### src/hw/rtl/rcmv_pkg.sv
// shared constants and types for the rnn cell matrix-vector unit
package rcmv_pkg;

    localparam int DEF_MAX_INPUT  = 64;
    localparam int DEF_MAX_HIDDEN = 64;

    localparam int WSTORE_DEPTH = 8192;
    localparam int WA_W         = 13;
    localparam int VAL_W        = 16;
    localparam int ACC_W        = 40;
    localparam int PROD_W       = 32;
    localparam int SIZE_W       = 7;
    localparam int IDX_W        = 6;
    localparam int FRAC_W       = 12;

    // command codes
    typedef enum logic [1:0] {
        CMD_WEIGHT  = 2'd0,
        CMD_BIAS    = 2'd1,
        CMD_FEATURE = 2'd2,
        CMD_NONE    = 2'd3
    } t_cmd;

    // register indexes
    localparam logic REG_INPUT_SIZE  = 1'b0;
    localparam logic REG_HIDDEN_SIZE = 1'b1;

    // controller states
    typedef enum logic [4:0] {
        ST_IDLE  = 5'b00001,
        ST_ACC   = 5'b00010,
        ST_DRAIN = 5'b00100,
        ST_ORD   = 5'b01000,
        ST_OWR   = 5'b10000
    } t_state;

endpackage

### src/hw/rtl/rcmv_mac.sv
// registered weight times feature product and the add into the chain head
module rcmv_mac import rcmv_pkg::*; (
    input  logic                    i_clk,
    input  logic                    i_en,
    input  logic signed [VAL_W-1:0] i_weight,
    input  logic signed [VAL_W-1:0] i_feat,
    input  logic        [ACC_W-1:0] i_acc,
    output logic        [ACC_W-1:0] o_sum
);

    logic signed [PROD_W-1:0] r_prod;

    // product stage, rows past the active count add zero
    always_ff @(posedge i_clk) begin
        r_prod <= i_en ? PROD_W'(i_weight * i_feat) : '0;
    end

    assign o_sum = i_acc + {{(ACC_W-PROD_W){r_prod[PROD_W-1]}}, r_prod};

endmodule
### config.mk
export PLATFORM = sky130hd
export DESIGN_NAME = rcmv_mac
export DESIGN_NICKNAME = d
export VERILOG_FILES = /design/src/hw/rtl/rcmv_pkg.sv /design/src/hw/rtl/rcmv_mac.sv
export SDC_FILE = /design/constraint.sdc
export NUM_CORES = 1
export LEC_CHECK = 0
export BUFFER_PORTS_ARGS = -buffer_cell sky130_fd_sc_hd__buf_2
export CORE_ASPECT_RATIO = 0.7
export CORE_MARGIN = 5
export CORE_UTILIZATION = 60
export DETAILED_ROUTE_END_ITERATION = 8
export HOLD_SLACK_MARGIN = 0.06
export PLACE_DENSITY = 0.8
export SLEW_MARGIN = 20
export SYNTH_ARGS = -nofsm -noshare
export SYNTH_HDL_FRONTEND = slang
export SYNTH_SLANG_ARGS = --single-unit
### constraint.sdc
create_clock -name i_clk -period 8.7 [get_ports i_clk]
set_input_delay 0.435 -clock i_clk [delete_from_list [all_inputs] [get_ports i_clk]]
set_output_delay 0.435 -clock i_clk [all_outputs]
set_load 0.02 [all_outputs]
==> flow_summary.json <==
{
  "outcome": "finished, final reports clean",
  "port_buffers": 113,
  "firstDrtPassIters": 7,
  "top_register": "r_prod",
  "cp_max_fo": 16,
  "start_kind": "input pin",
  "yosysUniqueCellTypes": 58,
  "first_iter_violations": 898,
  "critPathArrivalTime_ns": 6.54,
  "ys_warn_count": 0,
  "grt_pass1_wl_um": 52100,
  "cp.buffers_inverters": 6,
  "cts_tree": "done",
  "worst_slew_pin_slew_ns": 0.697,
  "period_share_pct": 73.9,
  "hold_violations": 0,
  "largest_reg_flops": 32,
  "finalWirelength_um": 31300,
  "min_path_type": "in -> reg",
  "rows": 44,
  "synth_area_per_cell_um2": 8.83,
  "first_global_vias": 10100,
  "drive_gt1_share_pct": 8.77,
  "cts_made_buffers": 5,
  "finalSetupViolCount": 0,
  "grt_max_degree": 25,
  "antenna_found_initial": 1,
  "initial_core_util_pct": 60.8,
  "ant_nets": 0,
  "routabilityCongestion": 0.938,
  "via_per_inst": 5.59,
  "postCtsSetupRepairBufs": 0,
  "clock_sinks": 32,
  "worstPathCellList": "buf_2 -> nand2_1 -> fa_1 -> inv_1 -> fa_1 -> inv_1 -> fa_1 -> inv_1 -> fa_1 -> fa_1 -> inv_1 -> fa_1 -> inv_1 -> ha_1 -> a21oi_1 -> nand2_1 -> a221oi_1 -> nand4_1 -> a31o_2 -> a21oi_1 -> nor2_1 -> a2111oi_0",
  "top_regs": "r_prod: 32 flops",
  "end_kind": "flop",
  "fin_crit_ns": 6.43,
  "cp.required_ns": 8.81,
  "syn-num-nets": 1880,
  "track_usage_pct": 27.2,
  "clk_pin_slew_ns": 0.05,
  "hpwl_um": 26400,
  "ys_seq_area_share_pct": 5.10,
  "final_nets": 1962,
  "slew_headroom_pct": 53.5,
  "ctsHoldBuffers": 0,
  "fp.dieW_um": 183,
  "io_pins": 114,
  "synth_top_area_share_pct": 41.9,
  "chipHeight_um": 131,
  "synth_ff_type": "dfxtp_1",
  "cp_slowest_stage_delay_ns": 0.61,
  "yosys-top-cells-area": "fa_1 42%, ha_1 12%, inv_1 8.8%",
  "critical_path.top_delay_family": "adder cells",
  "cpMaxStageDelayCell": "fa_1",
  "synth_cells": 1422,
  "max_freq_mhz": 155,
  "maxSlewViolCount": 0,
  "ys_seq_elements": 32,
  "core_mm2": 0.0206,
  "post_cts_resized": 0,
  "setup_tns_ns": 0,
  "crit_top_cell": "fa_1",
  "synthArstFlopShare_pct": 0,
  "die_area_mm2": 0.0240,
  "root_buffer": "clkbuf_16",
  "critical_path_class": "in -> reg",
  "rsz0062_at_grt": "false",
  "whs_ns": 0.555,
  "overflow": 0,
  "drc": 0,
  "cts_buffer_depth": 2,
  "syn-cell-area_mm2": 0.0126,
  "synth.largest_area_cell": "fa_1",
  "area_delta_synth_final_pct": 7.31,
  "htreeDepth": 2,
  "final_core_util_pct": 65.3,
  "max_cap_viol_count": 0,
  "wl_per_cell_um": 17.5,
  "synth_edf_count": 0,
  "vias": 9959
}
## cell families after synthesis
family | after synthesis | share of synthesized area (%)
fa+ha+maj | 384 | 54.0
mux | 1 | 0.0797
buf+inv | 333 | 9.97
simple gates | 429 | 16.7
compound gates | 182 | 9.91
xor+xnor | 61 | 4.26
flops | 32 | 5.10
## stage by stage
stage	area [um^2]	setup WS [ns]	std cells
2_1_floorplan	12600	2.59	1422
5_1_grt	13500	1.85	1781
3_3_place_gp	13300	2.17	1773
6_report	13500	2.27	1782
3_5_place_dp	13300	2.00	1773
4_1_cts	13500	2.29	1781
## synthesized netlist by cell type, drive strengths merged (32+ instances only)
| master | n |
|---|---|
| nand2 | 152 |
| fa | 263 |
| ha | 121 |
| dfxtp | 32 |
| xnor2 | 41 |
| inv | 295 |
| a21oi | 50 |
| clkbuf | 37 |
| and2 | 132 |
| o21ai | 34 |
| nor2 | 72 |
| a21o | 42 |
## layout by cell type (no fill, tap or decap), types with 3 or more instances in the layout
master and n:
clkbuf_16 5, a2111oi_0 3, nand4_1 7, o211a_1 3
a31oi_1 5, dfxtp_1 32, o21bai_1 4, a21oi_1 50
o21a_1 5, a211oi_1 8, inv_1 295, nand2b_1 11
buf_2 113, xor2_1 20, a31o_2 3, fa_1 263
and2_1 132, nor3b_1 3, nor2b_1 5, xnor2_1 41
ha_1 121, and3_1 4, o21ai_0 32, nand3_1 14
a21o_1 42, nor2_1 72, nor3_1 19, nand2_1 152
## routing by layer
layer / GRT usage (%) / wire length (um)
met1: 40.0 / 14100
met2: 40.9 / 13000
met3: 8.05 / 3760
met4: 4.51 / 425
met5: 0 / 13
## cell type report
type	instances	area (um^2)
Antenna cell	1	2.50
Multi-Input combinational cell	1057	10700
Sequential cell	32	641
Clock inverter	2	10.0
Tap cell	276	345
Timing Repair Buffer	113	566
Clock buffer	6	139
Inverter	295	1110
Fill cell	1722	7170
## tightest hold or removal path, cell delays in order
cell and delay [ns]:
buf_2 0.18, o21ai_0 0.10, a21oi_1 0.05
## final timing paths
path                      start               endpoint  slack, ns  depth (start not counted)
worst max-delay path  i_feat[7]  r_prod[26]$_SDFF_PN0_       2.27                         22
worst min-delay path       i_en   r_prod[7]$_SDFF_PN0_       0.55                          3
Power is not shown: default switching activity piles up to over one toggle a cycle in this logic, so the estimate is an artifact.
